$ cat src/rtl/bm3_pkg.sv
// Package for the 3x3 binary morphology block: sizes, register indexes and codes,
// and the queue item passed from the front end to the window back end.
// Stand-alone; every other file of the block imports it.
package bm3_pkg;

    // Image geometry limits and derived counter widths.
    localparam int MAX_WIDTH  = 1024;
    localparam int MAX_HEIGHT = 4096;
    localparam int COL_W      = $clog2(MAX_WIDTH);
    // The row counter runs one row past the image plus the flush column.
    localparam int ROW_W      = $clog2(MAX_HEIGHT + 2);

    // Register and pixel field widths.
    localparam int WIDTH_W    = 11;
    localparam int HEIGHT_W   = 13;
    localparam int CFG_DATA_W = 13;
    localparam int CFG_IDX_W  = 2;
    localparam int CH_W       = 8;
    localparam int PIX_W      = 3 * CH_W;

    // Queue between front end and back end.
    localparam int QUEUE_DEPTH = 4;
    localparam int QPTR_W      = $clog2(QUEUE_DEPTH);
    localparam int QCNT_W      = $clog2(QUEUE_DEPTH + 1);

    // Configuration register indexes.
    typedef logic [CFG_IDX_W-1:0] t_cfg_idx;
    localparam t_cfg_idx CFG_MODE   = 2'd0;
    localparam t_cfg_idx CFG_WIDTH  = 2'd1;
    localparam t_cfg_idx CFG_HEIGHT = 2'd2;

    // Operating modes and item kinds.
    localparam logic MODE_ERODE  = 1'b0;
    localparam logic MODE_DILATE = 1'b1;
    localparam logic KIND_PIXEL  = 1'b0;
    localparam logic KIND_PAD    = 1'b1;

    // Channel thresholds.
    localparam logic [CH_W-1:0] CH_MAX  = 8'd255;
    localparam logic [CH_W-1:0] CH_MIN  = 8'd0;
    localparam logic [CH_W-1:0] CH_HALF = 8'd128;

    // One classified stream item.
    typedef struct packed {
        logic [PIX_W-1:0] pixel;    // pixel to store (black for pads)
        logic [COL_W-1:0] col;      // line memory column
        logic             store;    // item lies inside the image rows
        logic             emit;     // item completes an output pixel
        logic             mode;     // morphology mode for this pixel
        logic             top_ok;   // row above the center is in the image
        logic             bot_ok;   // row below the center is in the image
        logic             left_ok;  // column left of the center is in the image
        logic             right_ok; // column right of the center is in the image
        logic             last;     // center is the last pixel of the frame
    } t_item;

endpackage

$ cat src/rtl/bm3_fifo.sv
// Short item queue that decouples the front end from the window back end.
// Depends on bm3_pkg for the item type and depth.
module bm3_fifo
    import bm3_pkg::*;
(
    input  logic  i_clk,
    input  logic  i_rst_n,
    input  logic  i_push,
    input  t_item i_item,
    input  logic  i_pop,
    output logic  o_full,
    output logic  o_valid,
    output t_item o_item
);

    t_item             r_mem [QUEUE_DEPTH];
    logic [QPTR_W-1:0] r_wr_ptr;
    logic [QPTR_W-1:0] r_rd_ptr;
    logic [QCNT_W-1:0] r_count;

    assign o_full  = (r_count == QCNT_W'(QUEUE_DEPTH));
    assign o_valid = (r_count != '0);
    assign o_item  = r_mem[r_rd_ptr];

    // Entry storage.
    always_ff @(posedge i_clk) begin
        if (i_push) begin
            r_mem[r_wr_ptr] <= i_item;
        end
    end

    // Pointers and fill count.
    always_ff @(posedge i_clk) begin
        if (!i_rst_n) begin
            r_wr_ptr <= '0;
            r_rd_ptr <= '0;
            r_count  <= '0;
        end else begin
            if (i_push) begin
                r_wr_ptr <= r_wr_ptr + QPTR_W'(1);
            end
            if (i_pop) begin
                r_rd_ptr <= r_rd_ptr + QPTR_W'(1);
            end
            case ({i_push, i_pop})
                2'b10:   r_count <= r_count + QCNT_W'(1);
                2'b01:   r_count <= r_count - QCNT_W'(1);
                default: r_count <= r_count;
            endcase
        end
    end

endmodule

$ cat config.mk
export PLATFORM = sky130hd
export DESIGN_NAME = bm3_fifo
export DESIGN_NICKNAME = d
export VERILOG_FILES = /design/src/rtl/bm3_pkg.sv /design/src/rtl/bm3_fifo.sv
export SDC_FILE = /design/constraint.sdc
export NUM_CORES = 1
export LEC_CHECK = 0
export BUFFER_PORTS_ARGS = -buffer_cell sky130_fd_sc_hd__buf_2
export CAP_MARGIN = 20
export CORE_MARGIN = 2
export CORE_UTILIZATION = 40
export CTS_BUF_LIST = sky130_fd_sc_hd__clkbuf_2
export CTS_CLUSTER_DIAMETER = 120
export DETAILED_ROUTE_END_ITERATION = 7
export HOLD_SLACK_MARGIN = 0.15
export MAX_ROUTING_LAYER = met4
export PLACE_DENSITY = 0.59
export SETUP_SLACK_MARGIN = 0.05
export SYNTH_ARGS = -nofsm -noshare
export SYNTH_HDL_FRONTEND = slang
export SYNTH_SLANG_ARGS = --single-unit
$ cat constraint.sdc
create_clock -name i_clk -period 2.8 [get_ports i_clk]
set_input_delay 0.28 -clock i_clk [delete_from_list [all_inputs] [get_ports i_clk]]
set_output_delay 0.28 -clock i_clk [all_outputs]
set_load 0.01 [all_outputs]
== Word level (Yosys, flattened, before mapping) ==
Memory sizes are Yosys's and may differ from the RTL's. A register that Yosys moved wholly into a read port is not among the register bits.
Cells that the tools add are included.
W data, S select, Z words.
Storage, ports and cells
  register bits: 7
  memory bits (writable): 168
  output and inout bits: 44
  memories: 1
Cells by class
  $add $sub $neg: 4
  eq/ne operators: 3
  muxes and demuxes: 5
  reductions and logical operators: 2
Memory list
  r_mem: depth 4, bits a word 42, read ports 1, clocked after memory_dff 1, write ports 1, RTL line bm3_fifo.sv:16  | t_item r_mem [QUEUE_DEPTH];
Operators with widths (number)
  $pmux W3 S2: 1
  $add A2 B1 Y2 const B: 2
  $mux W2: 2
  $add A3 B1 Y3 const B: 1
  $eq A3 B3 Y1 const B: 1
  $reduce_bool A3 Y1: 1
  $sub A3 B1 Y3 const B: 1
  $eq A2 B1 Y1 const B: 1
  $eq A2 B2 Y1 const B: 1
  $mux W1: 2
  $reduce_bool A2 Y1: 1

== Longest topological paths before layout ==
  depth after elaboration: 3
  depth in mapped cells: 6
  gate-level depth less buffers: 6

== Least setup slack after synthesis ==
Ideal clock, no wire load.
  path type: register -> register
  start: reg r_wr_ptr[0]
  end: mem r_mem[2][0] (netlist name), enable pin
  setup time: 403 ps
  arrival: 1554 ps
  slack: 843 ps
  stages on the path, launching flop included: 4
  buffers on the path: 0
  cells stage by stage: dfxtp_1 -> inv_1 -> ha_1 -> and2_1
RTL lines
  from (decl): RTL line bm3_fifo.sv:17  | logic [QPTR_W-1:0] r_wr_ptr;
  from (signal assigned): RTL line bm3_fifo.sv:40  | r_wr_ptr <= r_wr_ptr + QPTR_W'(1);
  to (decl): RTL line bm3_fifo.sv:16
Straight into the memory's write port.

==> metrics.yaml <==
status: "completed"
r2r_cells: 4
cp.required_ps: 2520
drc: 0
yosys_warnings: 0
hpwl_mm: 7.07
slew_viol_final: 0
cts_buffers: 17
clk_path_buf_depth: 2
fp.dieH_microns: 132
fmax_ghz: 0.414
grt_pass1_wl_mm: 18.5
synthesis.instances: 262
synth-seq-cells: 177
mostFrequentLayoutCells: "edfxtp_1 (168), buf_2 (89), dlygate4sd3_1 (46), mux4_2 (40), clkbuf_2 (20)"
arrival_ps: 2130
avgSynthCellArea_sq_um: 25.0
hold_path.class: "input pin to register"
drv_cap: 0
p_per_area_nw_per_um2: 606
synth_cell_types: 21
core_area_sq_um: 15900
path_clk_slew_ps: 240
hold_viol_final: 0
regToRegSetupSlack_ps: 1080
grt-ovfl-total: 0
wire_per_inst_microns: 18.3
timing.setup.tns_ps: 0
critical_path.endpoint_type: "primary output"
io_buffers: 89
finalNetCount: 468
drt-pass1-iter-count: 4
layout_commonest_cell: "edfxtp_1"
gp_congestion: 0.668
hold_depth: 2
via_count: 3132
final_util_pct: 50.0
pin_count: 90
leakage_nw: 2.72
worstSetupPathType: "register to primary output"
drive_gt1_share_pct: 40.6
routed_wl_mm: 11.8
ys_seq_area_share_pct: 79.7
finClkSkew_ps: 21.2
synth_area_sq_um: 6560
instances_no_fill: 646
slew_headroom_pct: 63.7
grt_pass1_vias: 3422
h-tree-depth: 4
timing.final.crit_share_pct: 86.2
critPathLaunchType: "register"
cts_tree: "done"
cts_root_buf: "clkbuf_2"
dieArea_sq_um: 17400
finalSetupViolCount: 0
hold_start: "i_item[19]"
grt_max_degree: 33
clk_latency_ps: 720
holdPathEnd: "r_mem[2][19]$_DFFE_PP_"
vdd_ir_drop_max_v: 0.000249
first_iter_violations: 189
start_util_pct: 41.1
clock-sinks: 177
viasPerCell: 4.85
place_inst: 565
r2r_end: "r_count[1]$_SDFFE_PN0P_"
fp.dieW_microns: 132
worstMarginPinSlew_ps: 545
synthToLayoutAreaGrowth_pct: 21.5
r2r-start: "r_count[0]$_SDFFE_PN0P_"
path_max_fanout: 19
rsz0062_at_grt: "false"
rows: 46
syn_nets: 314
detail-route-antenna-nets: 0
grt_usage_pct: 14.8
period_minus_slack_ps: 2410
antenna_found_initial: 1
==> power breakdown <==
part	switching, mW	internal, mW	leakage (nW)	total, mW
clock network	0.811	0.317	0.126	1.13
logic	0.297	0.321	0.978	0.618
registers	0.0473	3.03	1.62	3.08
==> through the flow <==
step	worst slack [ps]	power [mW]	hold WS [ps]	cell area [sq um]
3_5_place_dp	905	3.72	497	7290
5_1_grt	186	5.06	178	7960
2_1_floorplan	843	3.48	379	6560
3_3_place_gp	924	3.70	484	7290
4_1_cts	50.8	4.90	188	7960
6_report	385	4.82	288	7960
==> state kept, by name, summed over array words and instances, names as in the netlist, named ones only <==
signal / count
r_count: 3
r_mem: 168
r_rd_ptr: 2
r_wr_ptr: 2
==> critical path: stages, from the launching register on <==
cell     delay, ps
dfxtp_4        610
buf_4          300
mux4_1         330
buf_2          160
==> worst max path at each step <==
stage	startpoint	endpoint	slack, ps	depth (start not counted)
after CTS	register	o_item[11]	50	3
after detailed placement	register	o_item[38]	900	3
after floorplan	r_wr_ptr[0]$_SDFFE_PN0P_	r_mem[2][0]$_DFFE_PP_	840	3
after global routing	register	o_item[33]	190	3
after global placement	register	o_item[40]	920	3
final	register	o_item[33]	390	3
==> cell families (layout without fill, tap and decap cells) <==
family / Yosys count / after routing / share of synthesized area [%]
AO/OA/AOI/OAI: 2 / 2 / 0.191
XOR/XNOR: 5 / 5 / 0.668
adder cells (fa/ha/maj): 6 / 6 / 1.26
buffers and inverters: 13 / 180 / 1.93
flip-flops: 177 / 177 / 79.7
multiplexers: 44 / 44 / 14.8
other: 0 / 1 / 0
AND/OR/NAND/NOR: 15 / 15 / 1.41
==> cell type report <==
cell class                 count  area, sq um
timing repair buffer         145         1040
fill                        1322         7980
sequential                   177         5230
antenna                        1         2.50
inverter                       3         11.3
clock inverter                12         93.8
tap                          216          270
multi-input combinational     72         1210
clock buffer                  20          100
==> layer usage <==
layer  track usage, %  wire length [microns]  vias up
met5                -                      0        -
met4             4.53                     93        0
met3             4.50                    505       10
met2             24.2                   6020       73
met1             17.7                   5200     1640
li1                 -                      -     1409
==> timing repair <==
action,CTS,global route
gates cloned,0,0
hold buffers,46,0
hold endpoints to repair,187,0
setup endpoints to repair,10,25
setup buffers,2,0
gates resized for setup,0,1
==> cell usage after synthesis (all sizes together) <==
cell,instances,area [sq um]
edfxtp,168,5040
o21ai,1,5.00
and2,9,56.3
a21boi,1,7.51
or3,2,12.5
nor3b,1,7.51
ha,5,62.6
xor2,2,17.5
fa,1,20.0
nor2b,2,12.5
buf,9,111
mux4,42,953
xnor2,3,26.3
dfxtp,9,180
clkbuf,1,3.75
nand2,1,3.75
inv,3,11.3
mux2i,2,20.0
No activity file was read; power rests on OpenSTA's default activity.
