File: src/rtl/bm3_pkg.sv
// Package for the 3x3 binary morphology block: sizes, register indexes and codes,
// and the queue item passed from the front end to the window back end.
// Stand-alone; every other file of the block imports it.
package bm3_pkg;

    // Image geometry limits and derived counter widths.
    localparam int MAX_WIDTH  = 1024;
    localparam int MAX_HEIGHT = 4096;
    localparam int COL_W      = $clog2(MAX_WIDTH);
    // The row counter runs one row past the image plus the flush column.
    localparam int ROW_W      = $clog2(MAX_HEIGHT + 2);

    // Register and pixel field widths.
    localparam int WIDTH_W    = 11;
    localparam int HEIGHT_W   = 13;
    localparam int CFG_DATA_W = 13;
    localparam int CFG_IDX_W  = 2;
    localparam int CH_W       = 8;
    localparam int PIX_W      = 3 * CH_W;

    // Queue between front end and back end.
    localparam int QUEUE_DEPTH = 4;
    localparam int QPTR_W      = $clog2(QUEUE_DEPTH);
    localparam int QCNT_W      = $clog2(QUEUE_DEPTH + 1);

    // Configuration register indexes.
    typedef logic [CFG_IDX_W-1:0] t_cfg_idx;
    localparam t_cfg_idx CFG_MODE   = 2'd0;
    localparam t_cfg_idx CFG_WIDTH  = 2'd1;
    localparam t_cfg_idx CFG_HEIGHT = 2'd2;

    // Operating modes and item kinds.
    localparam logic MODE_ERODE  = 1'b0;
    localparam logic MODE_DILATE = 1'b1;
    localparam logic KIND_PIXEL  = 1'b0;
    localparam logic KIND_PAD    = 1'b1;

    // Channel thresholds.
    localparam logic [CH_W-1:0] CH_MAX  = 8'd255;
    localparam logic [CH_W-1:0] CH_MIN  = 8'd0;
    localparam logic [CH_W-1:0] CH_HALF = 8'd128;

    // One classified stream item.
    typedef struct packed {
        logic [PIX_W-1:0] pixel;    // pixel to store (black for pads)
        logic [COL_W-1:0] col;      // line memory column
        logic             store;    // item lies inside the image rows
        logic             emit;     // item completes an output pixel
        logic             mode;     // morphology mode for this pixel
        logic             top_ok;   // row above the center is in the image
        logic             bot_ok;   // row below the center is in the image
        logic             left_ok;  // column left of the center is in the image
        logic             right_ok; // column right of the center is in the image
        logic             last;     // center is the last pixel of the frame
    } t_item;

endpackage

File: src/rtl/bm3_front.sv
// Front end of the 3x3 morphology block: configuration registers, stream position
// counters and per-item classification into a queue item.
// Depends on bm3_pkg.
module bm3_front
    import bm3_pkg::*;
(
    input  logic                  i_clk,
    input  logic                  i_rst_n,
    input  logic                  i_cfg_we,
    input  logic [CFG_IDX_W-1:0]  i_cfg_index,
    input  logic [CFG_DATA_W-1:0] i_cfg_data,
    input  logic                  i_accept,
    input  logic                  i_kind,
    input  logic [CH_W-1:0]       i_red,
    input  logic [CH_W-1:0]       i_green,
    input  logic [CH_W-1:0]       i_blue,
    output t_item                 o_item
);

    localparam logic [WIDTH_W-1:0]  WIDTH_RESET  = 11'd258;
    localparam logic [HEIGHT_W-1:0] HEIGHT_RESET = 13'd288;

    logic                r_mode;
    logic [WIDTH_W-1:0]  r_width;
    logic [HEIGHT_W-1:0] r_height;
    logic [COL_W-1:0]    r_col;
    logic [ROW_W-1:0]    r_row;

    logic [WIDTH_W-1:0]  n_width;
    logic [HEIGHT_W-1:0] n_height;
    logic [COL_W-1:0]    n_col;
    logic [ROW_W-1:0]    n_row;
    logic [WIDTH_W-1:0]  col_inc;
    logic [ROW_W-1:0]    row_lim;
    logic                col0;
    logic                geom_write;

    // Clamp written geometry to the supported range.
    always_comb begin
        n_width = i_cfg_data[WIDTH_W-1:0];
        if (n_width < WIDTH_W'(2)) begin
            n_width = WIDTH_W'(2);
        end else if (n_width > WIDTH_W'(MAX_WIDTH)) begin
            n_width = WIDTH_W'(MAX_WIDTH);
        end
        n_height = i_cfg_data[HEIGHT_W-1:0];
        if (n_height < HEIGHT_W'(2)) begin
            n_height = HEIGHT_W'(2);
        end else if (n_height > HEIGHT_W'(MAX_HEIGHT)) begin
            n_height = HEIGHT_W'(MAX_HEIGHT);
        end
    end

    assign geom_write = i_cfg_we && (i_cfg_index == CFG_WIDTH || i_cfg_index == CFG_HEIGHT);
    assign col0       = (r_col == '0);
    assign col_inc    = WIDTH_W'(r_col) + WIDTH_W'(1);
    assign row_lim    = ROW_W'(r_height);

    // Classify the item at the current position. The output center lags by one
    // row and one pixel; at column zero it wraps to the end of the row two back.
    always_comb begin
        o_item.pixel = (i_kind == KIND_PIXEL) ? {i_red, i_green, i_blue} : '0;
        o_item.col   = r_col;
        o_item.store = (r_row < row_lim);
        o_item.emit  = (r_row >= ROW_W'(2)) || (r_row == ROW_W'(1) && !col0);
        o_item.mode  = r_mode;
        if (col0) begin
            o_item.top_ok   = (r_row >= ROW_W'(3));
            o_item.bot_ok   = (r_row <= row_lim);
            o_item.left_ok  = 1'b1;
            o_item.right_ok = 1'b0;
            o_item.last     = (r_row == row_lim + ROW_W'(1));
        end else begin
            o_item.top_ok   = (r_row >= ROW_W'(2));
            o_item.bot_ok   = (r_row < row_lim);
            o_item.left_ok  = (r_col >= COL_W'(2));
            o_item.right_ok = 1'b1;
            o_item.last     = 1'b0;
        end
    end

    // Next stream position after an accepted item.
    always_comb begin
        n_col = r_col;
        n_row = r_row;
        if (geom_write) begin
            n_col = '0;
            n_row = '0;
        end else if (i_accept) begin
            if (o_item.last) begin
                n_col = '0;
                n_row = '0;
            end else if (col_inc >= r_width) begin
                n_col = '0;
                n_row = r_row + ROW_W'(1);
            end else begin
                n_col = col_inc[COL_W-1:0];
            end
        end
    end

    // Configuration registers and position counters.
    always_ff @(posedge i_clk) begin
        if (!i_rst_n) begin
            r_mode   <= MODE_ERODE;
            r_width  <= WIDTH_RESET;
            r_height <= HEIGHT_RESET;
            r_col    <= '0;
            r_row    <= '0;
        end else begin
            if (i_cfg_we) begin
                case (i_cfg_index)
                    CFG_MODE:   r_mode   <= i_cfg_data[0];
                    CFG_WIDTH:  r_width  <= n_width;
                    CFG_HEIGHT: r_height <= n_height;
                    default:    ;
                endcase
            end
            r_col <= n_col;
            r_row <= n_row;
        end
    end

endmodule

File: config.mk
export PLATFORM = sky130hd
export DESIGN_NAME = bm3_front
export DESIGN_NICKNAME = d
export VERILOG_FILES = /design/src/rtl/bm3_pkg.sv /design/src/rtl/bm3_front.sv
export SDC_FILE = /design/constraint.sdc
export NUM_CORES = 1
export LEC_CHECK = 0
export BUFFER_PORTS_ARGS = -buffer_cell sky130_fd_sc_hd__buf_2
export CAP_MARGIN = 20
export CORE_ASPECT_RATIO = 0.75
export CORE_MARGIN = 1.5
export CORE_UTILIZATION = 25
export CTS_CLUSTER_SIZE = 14
export DETAILED_ROUTE_END_ITERATION = 8
export HOLD_SLACK_MARGIN = 0.02
export PLACE_DENSITY = 0.44
export SLEW_MARGIN = 5
export SYNTH_ARGS = -nofsm -noshare
export SYNTH_HDL_FRONTEND = slang
export SYNTH_SLANG_ARGS = --single-unit
File: constraint.sdc
create_clock -name i_clk -period 2.75 [get_ports i_clk]
set_clock_uncertainty 0.2 [all_clocks]
set_input_delay 0.55 -clock i_clk [delete_from_list [all_inputs] [get_ports i_clk]]
set_output_delay 0.55 -clock i_clk [all_outputs]
set_load 0.05 [all_outputs]
# Word level (Yosys, flattened, before mapping)
# Cells that the tools add are included.
[word_totals]
out_inout_bits = 42
in_bits = 44
register_bits = 48
wordCells = 46
[classes]
order_cmp = 10
eq_ne = 4
n_reduce_logical = 13
bitwise = 1
mux = 10
addsub = 3
[op_table]
columns = ["op", "count"]
rows = [
  ["$mux 13", 4],
  ["$add 13x1->13 const B", 2],
  ["$ge 13x2->1 const B", 2],
  ["$mux 24", 1],
  ["$mux 11", 2],
  ["$mux 10", 2],
  ["$eq 13x1->1 const B", 1],
  ["$eq 13x13->1", 1],
  ["$gt 13x13->1 const B", 1],
  ["$le 13x13->1", 1],
  ["$lt 13x13->1", 1],
  ["$lt 13x2->1 const B", 1],
  ["$add 10x1->11 const B", 1],
  ["$ge 11x11->1", 1],
  ["$gt 11x11->1 const B", 1],
  ["$lt 11x2->1 const B", 1],
  ["$ge 10x2->1 const B", 1],
  ["$logic_not 10->1", 1],
  ["$reduce_and 2->1", 4],
  ["$mux 5", 1],
  ["$eq 2x1->1 const B", 1],
  ["$eq 2x2->1 const B", 1],
  ["$logic_and 1x1->1", 2],
  ["$logic_not 2->1", 1],
  ["other kinds (5)", 6],
]

# Longest topological paths before layout
[depth]
word_depth = 5
depth_mapped = 13
ltp_nobuf = 11

# Least setup slack after synthesis
# OpenSTA, ideal clock, no wires.
[synth_path]
kind = "flip-flop to output port"
startpoint = "reg r_height[1]"
endpoint = "out o_item[3] (netlist name)"
required_ns = 2.000
setup_slack_ns = -0.738
arrival_time_ns = 2.738
stages_incl_launch_ff = 10
n_path_buf = 0
path_cell_list = "dfxtp_1 -> inv_1 -> ha_1 -> nor2b_1 -> o21a_1 -> o21a_1 -> o21a_1 -> o21bai_1 -> a21oi_1 -> o32ai_1"
[synth_lines]
columns = ["item", "line", "rtl"]
rows = [
  ["from (decl)", "bm3_front.sv:25", "logic [HEIGHT_W-1:0] r_height;"],
  ["from (signal assigned)", "bm3_front.sv:115", "CFG_HEIGHT: r_height <= n_height;"],
  ["to (decl)", "bm3_front.sv:17", "output t_item o_item"],
]

==> impl_metrics.tcl <==
set metrics [dict create \
    rsz0062_at_grt "true" \
    finalSetupViolations 26 \
    holdBufCountCts 0 \
    die-area_um2 16200 \
    worst_skew_pair.late_latency_ns 0.30 \
    grtUsageTotal 0.165 \
    synthAdderAreaFrac 0.110 \
    muxShareOfSynthArea 0.00777 \
    violations "setup timing" \
    synth_compound_area_frac 0.161 \
    ant_nets 0 \
    synth_top_family_by_area "simple AND/OR/NAND/NOR gates" \
    ys_warn_count 0 \
    fmax_mhz 339 \
    p_comb_frac 0.224 \
    syn_area_um2 3860 \
    outcome "finished, violations left" \
    drive_above_1_share 0.417 \
    p_sw_frac 0.318 \
    cap_violations 0 \
    fp.dieW_um 147 \
    hold_viol 0 \
    grt_pass1_vias 3979 \
    rrSetupSlack_ns -0.12 \
    synth_edf_count 0 \
    io_buffers 85 \
    nets 734 \
    synthTopCellsByArea "dfxtp_1, ha_1, nor2b_1, nand3_1, a21oi_1" \
    clock_path_buffers 2 \
    grtUsageMet2 0.233 \
    async_flop_share 0 \
    endpoint_kind "output pin" \
    synth_cell_types 62 \
    synthFlopType "dfxtp_1" \
    use_met1 0.257 \
    gr-total-overflow 0 \
    pwr_density_cell_nw_per_um2 305 \
    syn_avg_cell_area_um2 7.76 \
    dr.first_iter.drc_count 266 \
    gp_congestion 0.811 \
    ioPinCount 86 \
    holdCritPathClass "reg -> reg" \
    clk_pin_slew_ns 0.07 \
    ir_drop_mv 0.229 \
    clockPowerShare 0.373 \
    cp_max_fo 2 \
    relSlewSlack 0.635 \
    grt_pass1_wl_um 21500 \
    dp_hpwl_um 10300 \
    yosysTopAreaCell "dfxtp_1" \
    num_rows 39 \
    yosysMostFrequentCell "dfxtp_1" \
    die_h_um 111 \
    viasPerCell 4.88 \
    p_switching_w 0.000563 \
    place_ws_ns -0.122 \
    worst_pin_slew_ns 0.539 \
    arrival_ns 2.20 \
    final.period_utilization 1.07 \
    numCtsBuffers 5 \
    fin_util 0.382 \
    wire_per_inst_um 15.4 \
    numClockSinks 48 \
    ys_seq_area_frac 0.249 \
    areaGrowthSynthToFinish_pct 50.0 \
    diodes 0 \
    grt.met3_usage 0.0351 \
    initial_core_util 0.255 \
    cp.required_ns 2.00 \
    antenna_found_initial 0 \
    synth_xor_area_frac 0.0544 \
    final.setup.worst_slack_ns -0.203 \
    p_leak_nw 2.51 \
    worstSetupPathType "reg -> out" \
    num_vias 4209 \
    busiest_layer "met1" \
    ys_top_cells_by_count "dfxtp_1, nor2b_1, nand3_1" \
    yosysTopAreaCellShare 0.249 \
    cts-root-buf "clkbuf_16" \
    drv_slew 0 \
    cts_tree "done" \
    synth_simple_gate_area_frac 0.351 \
    synth_cells 498 \
    ctsHtreeMaxLevel 2 \
    power.internal_w 0.00121 \
    period_minus_slack_ns 2.95 \
    core_um2 15200 \
    power_frac_seq 0.403 \
    drc 0 \
    first_pass_iters 4 \
    startpoint_type "flip-flop" \
    drt_wl_total_um 13300 \
    ys_ff_latch 48 \
    grt_max_degree 28 \
    synth_fp_nets 576 \
]
metrics by stage:
step                power (W)  TNS (ns)  std cells  hold WS [ns]  cell area (µm²)
floorplan            0.000960    -0.148        498         0.241             3980
global placement      0.00109    -0.635        835         0.255             5100
detailed placement    0.00109     -1.35        835         0.265             5100
CTS                   0.00178    -0.851        860         0.278             5640
global route          0.00185     -5.88        862         0.303             5800
finish                0.00177     -2.02        862         0.267             5800
placed cells by master (no fill, tap or decap), types with 22 or more instances in the layout:
cell type / Yosys / routed
buf_4: 2 / 92
buf_2: 6 / 80
nor2b_1: 47 / 47
nand2_1: 39 / 38
nand3_1: 45 / 31
dfxtp_1: 48 / 30
ha_1: 34 / 29
inv_1: 30 / 28
a21oi_1: 34 / 26
nand4_1: 22 / 22
area by class of cell:
type	instances	area, µm²
fill	1557	9380
multi-input combinational	387	3040
timing repair buffer	182	1220
sequential	48	1000
tap	205	256
clock buffer	6	139
inverter	32	124
clock inverter	2	13.8
sequential cells by signal, summed over array words and instances, names as in the netlist:
signal	count
r_col	10
r_height	13
r_mode	1
r_row	13
r_width	11
worst max-delay path: stages (launching register included):
cell	delay [ns]
dfxtp_2	0.34
inv_2	0.05
ha_4	0.20
nor2b_1	0.12
o21a_1	0.16
o21a_1	0.16
o21a_1	0.17
o21bai_1	0.15
a21oi_2	0.10
o32ai_4	0.27
buf_6	0.19
metal layers:
layer / up-vias / wire (µm) / part of all wire
met4: 0 / 127 / 0.0095
met3: 13 / 739 / 0.056
li1: 2107 / - / -
met5: - / 0 / 0
met1: 1982 / 7010 / 0.53
met2: 107 / 5430 / 0.41
power groups by stage:
stage               clock [W]  combinational, W  sequential (W)
CTS                  0.000679          0.000391        0.000712
detailed placement          0          0.000366        0.000728
floorplan                   0          0.000228        0.000732
global route         0.000715          0.000425        0.000715
global placement            0          0.000362        0.000727
finish               0.000660          0.000397        0.000713
logic make-up after synthesis:
logic type / count (synthesis)
xor+xnor: 24
simple gates: 236
compound gates: 90
fa+ha+maj: 34
mux: 3
buf+inv: 63
flops: 48
final timing paths:
check / end / start / depth (start not counted)
worst max register to register: r_col[0] / r_col[2] / 14
worst min-delay path: r_mode / r_mode / 2
worst min register to register: r_mode / r_mode / 2
worst max-delay path: o_item[3] / r_height[1] / 10
repair_timing:
| item | 4_1_cts | 5_1_grt |
|---|---|---|
| pin swaps | 46 | 43 |
| gates cloned | 1 | 0 |
| setup endpoints to repair | 28 | 28 |
| buffers inserted | 16 | 3 |
| gates resized for setup | 58 | 32 |
(Power assumes the default switching activity.)
